[src/sv/md5m_pkg.sv]
`timescale 1ns / 1ps
package md5m_pkg;

   localparam int StepCount    = 64;
   localparam int MaxWordBytes = 10;
   localparam int MinWordBytes = 3;

   localparam logic [2:0] RegTargetA    = 3'd0;
   localparam logic [2:0] RegTargetB    = 3'd1;
   localparam logic [2:0] RegTargetC    = 3'd2;
   localparam logic [2:0] RegTargetD    = 3'd3;
   localparam logic [2:0] RegWordLength = 3'd4;
   localparam logic [2:0] RegPrefix     = 3'd5;

   localparam logic [31:0] InitA = 32'h67452301;
   localparam logic [31:0] InitB = 32'hefcdab89;
   localparam logic [31:0] InitC = 32'h98badcfe;
   localparam logic [31:0] InitD = 32'h10325476;
   localparam logic [7:0]  PadByte = 8'h80;

   typedef logic [31:0] word_type;
   typedef word_type [15:0] block_type;

   typedef struct packed {
      word_type a;
      word_type b;
      word_type c;
      word_type d;
   } state_type;

   function automatic word_type step_const(input logic [5:0] i);
      word_type k;
      case (i)
         6'd0:  k = 32'hd76aa478; 6'd1:  k = 32'he8c7b756;
         6'd2:  k = 32'h242070db; 6'd3:  k = 32'hc1bdceee;
         6'd4:  k = 32'hf57c0faf; 6'd5:  k = 32'h4787c62a;
         6'd6:  k = 32'ha8304613; 6'd7:  k = 32'hfd469501;
         6'd8:  k = 32'h698098d8; 6'd9:  k = 32'h8b44f7af;
         6'd10: k = 32'hffff5bb1; 6'd11: k = 32'h895cd7be;
         6'd12: k = 32'h6b901122; 6'd13: k = 32'hfd987193;
         6'd14: k = 32'ha679438e; 6'd15: k = 32'h49b40821;
         6'd16: k = 32'hf61e2562; 6'd17: k = 32'hc040b340;
         6'd18: k = 32'h265e5a51; 6'd19: k = 32'he9b6c7aa;
         6'd20: k = 32'hd62f105d; 6'd21: k = 32'h02441453;
         6'd22: k = 32'hd8a1e681; 6'd23: k = 32'he7d3fbc8;
         6'd24: k = 32'h21e1cde6; 6'd25: k = 32'hc33707d6;
         6'd26: k = 32'hf4d50d87; 6'd27: k = 32'h455a14ed;
         6'd28: k = 32'ha9e3e905; 6'd29: k = 32'hfcefa3f8;
         6'd30: k = 32'h676f02d9; 6'd31: k = 32'h8d2a4c8a;
         6'd32: k = 32'hfffa3942; 6'd33: k = 32'h8771f681;
         6'd34: k = 32'h6d9d6122; 6'd35: k = 32'hfde5380c;
         6'd36: k = 32'ha4beea44; 6'd37: k = 32'h4bdecfa9;
         6'd38: k = 32'hf6bb4b60; 6'd39: k = 32'hbebfbc70;
         6'd40: k = 32'h289b7ec6; 6'd41: k = 32'heaa127fa;
         6'd42: k = 32'hd4ef3085; 6'd43: k = 32'h04881d05;
         6'd44: k = 32'hd9d4d039; 6'd45: k = 32'he6db99e5;
         6'd46: k = 32'h1fa27cf8; 6'd47: k = 32'hc4ac5665;
         6'd48: k = 32'hf4292244; 6'd49: k = 32'h432aff97;
         6'd50: k = 32'hab9423a7; 6'd51: k = 32'hfc93a039;
         6'd52: k = 32'h655b59c3; 6'd53: k = 32'h8f0ccc92;
         6'd54: k = 32'hffeff47d; 6'd55: k = 32'h85845dd1;
         6'd56: k = 32'h6fa87e4f; 6'd57: k = 32'hfe2ce6e0;
         6'd58: k = 32'ha3014314; 6'd59: k = 32'h4e0811a1;
         6'd60: k = 32'hf7537e82; 6'd61: k = 32'hbd3af235;
         6'd62: k = 32'h2ad7d2bb; default: k = 32'heb86d391;
      endcase
      return k;
   endfunction

   function automatic logic [4:0] step_shift(input logic [5:0] i);
      logic [4:0] s;
      case ({i[5:4], i[1:0]})
         4'd0:  s = 5'd7;  4'd1:  s = 5'd12; 4'd2:  s = 5'd17; 4'd3:  s = 5'd22;
         4'd4:  s = 5'd5;  4'd5:  s = 5'd9;  4'd6:  s = 5'd14; 4'd7:  s = 5'd20;
         4'd8:  s = 5'd4;  4'd9:  s = 5'd11; 4'd10: s = 5'd16; 4'd11: s = 5'd23;
         4'd12: s = 5'd6;  4'd13: s = 5'd10; 4'd14: s = 5'd15; default: s = 5'd21;
      endcase
      return s;
   endfunction

   // Message word index used by step i.
   function automatic logic [3:0] msg_index(input logic [5:0] i);
      logic [3:0] g;
      case (i[5:4])
         2'd0:    g = i[3:0];
         2'd1:    g = 4'((5 * i) + 1);
         2'd2:    g = 4'((3 * i) + 5);
         default: g = 4'(7 * i);
      endcase
      return g;
   endfunction

endpackage

[src/sv/md5m_block_builder.sv]
`timescale 1ns / 1ps
module md5m_block_builder
   import md5m_pkg::*;
(
   input  logic [63:0] candidate,
   input  logic [3:0]  word_length,
   input  logic [15:0] prefix_bytes,
   output block_type   block
);

   logic [3:0]      len;
   logic [7:0]      bytes [64];
   logic [6:0]      bit_len;

   always_comb begin
      if (word_length < 4'(MinWordBytes)) begin
         len = 4'(MinWordBytes);
      end else if (word_length > 4'(MaxWordBytes)) begin
         len = 4'(MaxWordBytes);
      end else begin
         len = word_length;
      end
      bit_len = {len, 3'b000};
      for (int i = 0; i < 64; i++) begin
         bytes[i] = 8'h00;
      end
      bytes[0] = prefix_bytes[7:0];
      bytes[1] = prefix_bytes[15:8];
      for (int i = 0; i < MaxWordBytes - 2; i++) begin
         if (4'(i + 2) < len) begin
            bytes[i + 2] = candidate[8 * i +: 8];
         end
      end
      for (int i = MinWordBytes; i <= MaxWordBytes; i++) begin
         if (len == 4'(i)) begin
            bytes[i] = PadByte;
         end
      end
      bytes[56] = {1'b0, bit_len};
      for (int w = 0; w < 16; w++) begin
         block[w] = {bytes[4 * w + 3], bytes[4 * w + 2], bytes[4 * w + 1], bytes[4 * w]};
      end
   end

endmodule

[config.mk]
export PLATFORM = sky130hd
export DESIGN_NAME = md5m_block_builder
export DESIGN_NICKNAME = d
export VERILOG_FILES = /design/src/sv/md5m_pkg.sv /design/src/sv/md5m_block_builder.sv
export SDC_FILE = /design/constraint.sdc
export NUM_CORES = 1
export LEC_CHECK = 0
export ABC_CLOCK_PERIOD_IN_PS = 830
export BUFFER_PORTS_ARGS = -buffer_cell sky130_fd_sc_hd__buf_2
export CAP_MARGIN = 10
export CORE_AREA = 2 2 232 234
export DETAILED_ROUTE_END_ITERATION = 10
export DIE_AREA = 0 0 234 236
export GPL_TIMING_DRIVEN = 0
export PLACE_DENSITY = 0.3
export SKIP_LAST_GASP = 1
export SYNTH_ARGS = -nofsm -noshare
export SYNTH_HDL_FRONTEND = slang
export SYNTH_SLANG_ARGS = --single-unit
[constraint.sdc]
create_clock -name vclk -period 0.83
set_input_delay 0.0415 -clock vclk [all_inputs]
set_output_delay 0.0415 -clock vclk [all_outputs]
set_load 0.02 [all_outputs]
==> results_dict.tcl <==
set metrics [dict create \
    grt_max_degree 11 \
    power_density_nw_per_um2 637 \
    antenna_left 0 \
    fin_ws_ps -222 \
    rsz0062_at_grt "yes" \
    worst_setup_path_end_kind "output port" \
    num_rows 85 \
    slowest_delay_ps 250 \
    grt_overflow 0 \
    hold_start "candidate[1]" \
    nFillCells 6192 \
    p_clk_frac 0 \
    path_common_cell "buf_12" \
    track_usage 0.0599 \
    total_power_uw 5110 \
    hold_viol_final 0 \
    grt_pass1_vias 2940 \
    clockBufferCount 0 \
    coreArea_sq_um 53100 \
    first_pass_iters 4 \
    die_area_sq_um 55200 \
    clock.fmax_mhz 950 \
    final_cell_mix "buf_4, conb_1, buf_2" \
    finalMaxSlewViolations 0 \
    cp-start-kind "primary input" \
    drc 0 \
    syn_to_final_growth_pct 105 \
    power_frac_comb 1.000 \
    critPathMaxFanout 7 \
    min_path_type "in2out" \
    whs_ps 293 \
    place_hpwl_mm 17.9 \
    outcome "finished with violations" \
    grt_pass1_wl_mm 22.4 \
    final_common_cell "buf_4" \
    setup-tns-final_ps -7430 \
    pre_cts_ws_ps -1150 \
    seqPwrFrac 0 \
    crit_slowest_cell "and2b_2" \
    nNetsFinal 1216 \
    routedWlPerCell_um 10.3 \
    ys_seq_area_frac 0 \
    yosys_warnings 0 \
    initialDrtViolationCount 28 \
    syn-instance-count 535 \
    pin_count 596 \
    setup_viol 55 \
    start_util 0.0736 \
    fin_util 0.151 \
    critPathArrivalTime_ps 1010 \
    leakage_uw 0.00500 \
    peakVddDrop_mv 0.226 \
    path_cells "buf_12, buf_8, a21oi_4, buf_12, and2b_2, buf_6" \
    vias_per_cell 2.04 \
    multi_input_area_sq_um 2330 \
    fin_crit_sh 1.27 \
    hold_path_depth 2 \
    swShare 0.567 \
    syn-cell-area_sq_um 3910 \
    drive_gt1_frac 0.586 \
    switchingPower_uw 2900 \
    violations "negative setup slack" \
    layout_min_cycle_time_ps 1050 \
    die_w_um 234 \
    min_to "block[17]" \
    antenna_found_initial 23 \
    routabilityCongestion 0.716 \
    portBuffers 144 \
    intPower_uw 2210 \
    required_ps 790 \
    dr_total_vias 3736 \
    die_h_um 236 \
    design.seq.count 0 \
    yosysUniqueCellTypes 27 \
    synth_area_per_cell_sq_um 7.30 \
    seqCellArea_sq_um 0 \
    maxCapViolations 0 \
    crit_type "in2out" \
    wirelength_mm 18.9 \
]
[per-stage QoR]
step / std cells / area (sq um)
after floorplan: 961 / 5530
after global placement: 1801 / 7120
after detailed placement: 1801 / 7120
after CTS: 1822 / 7840
after global routing: 1826 / 8010
final: 1832 / 8020
[metal layers]
| layer | vias to the layer above | share of wire | GRT usage |
|---|---|---|---|
| met5 | - | 0.0031 | 0 |
| met4 | 10 | 0.0082 | 0.000767 |
| met3 | 20 | 0.23 | 0.0503 |
| met2 | 350 | 0.50 | 0.116 |
| met1 | 1403 | 0.26 | 0.0470 |
| li1 | 1953 | - | - |
[cell usage after synthesis]
| cell | instances | area share |
|---|---|---|
| clkbuf_1 | 10 | 0.0096 |
| o31a_2 | 1 | 0.0026 |
| a221o_1 | 1 | 0.0026 |
| nand2_1 | 1 | 0.00096 |
| and3_2 | 1 | 0.0019 |
| buf_2 | 1 | 0.0013 |
| o21ai_0 | 3 | 0.0038 |
| o21bai_1 | 1 | 0.0019 |
| inv_1 | 2 | 0.0019 |
| o22ai_1 | 1 | 0.0016 |
| o21a_1 | 2 | 0.0038 |
| a21boi_0 | 7 | 0.013 |
| or3b_1 | 1 | 0.0022 |
| and2b_1 | 3 | 0.0058 |
| o22a_1 | 1 | 0.0022 |
| or2_2 | 1 | 0.0016 |
| and2b_2 | 8 | 0.018 |
| buf_4 | 446 | 0.86 |
| a31oi_1 | 1 | 0.0016 |
| o21ba_2 | 1 | 0.0026 |
| a21oi_1 | 2 | 0.0026 |
| and2_1 | 21 | 0.034 |
| conb_1 | 1 | 0.00096 |
| nor2_1 | 2 | 0.0019 |
| nand3_1 | 1 | 0.0013 |
| nor3_1 | 2 | 0.0026 |
| nor2b_1 | 13 | 0.021 |
[cell families (layout without fill, tap and decap cells)]
group	count (synthesis)	after routing	share of synthesized area
buf+inv	459	628	0.870
other cells	1	433	0.000960
simple gates	54	54	0.0906
compound gates	21	21	0.0387
[worst max path at each step]
| stage | slack (ps) | to | from |
|---|---|---|---|
| after global placement | -1080 | block[43] | word_length[1] |
| final | -220 | block[43] | word_length[1] |
| after detailed placement | -1150 | block[43] | word_length[1] |
| after floorplan | -8 | block[79] | word_length[0] |
| after CTS | -250 | block[43] | word_length[1] |
| after global routing | -260 | block[43] | word_length[1] |
[final cells by class]
type,count,area share
Inverter,2,0.00140
Multi-Input combinational cell,502,0.291
Antenna cell,6,0.00187
Buffer,456,0.427
Timing Repair Buffer,170,0.170
Tap cell,696,0.109
[power by group through the flow]
stage / registers (uW) / clock network (uW) / logic, uW
after floorplan: 0 / 0 / 3850
after global placement: 0 / 0 / 4440
after detailed placement: 0 / 0 / 4440
after CTS: 0 / 0 / 4890
after global routing: 0 / 0 / 5470
final: 0 / 0.000981 / 5110
[critical path: cells and delay by family]
family          cells  cell delay (ps)
compound gates      1              160
buf+inv             4              530
simple gates        1              250
[what timing repair did]
action                                 CTS  global route
setup endpoints to repair               60            60
endpoints found under the hold margin    0             0
hold buffers                             0             0
pin swaps                               10             9
buffers inserted                        19             6
resized for setup                      134            44
cloned                                   2             0
Power figures use the tool's default switching activity.
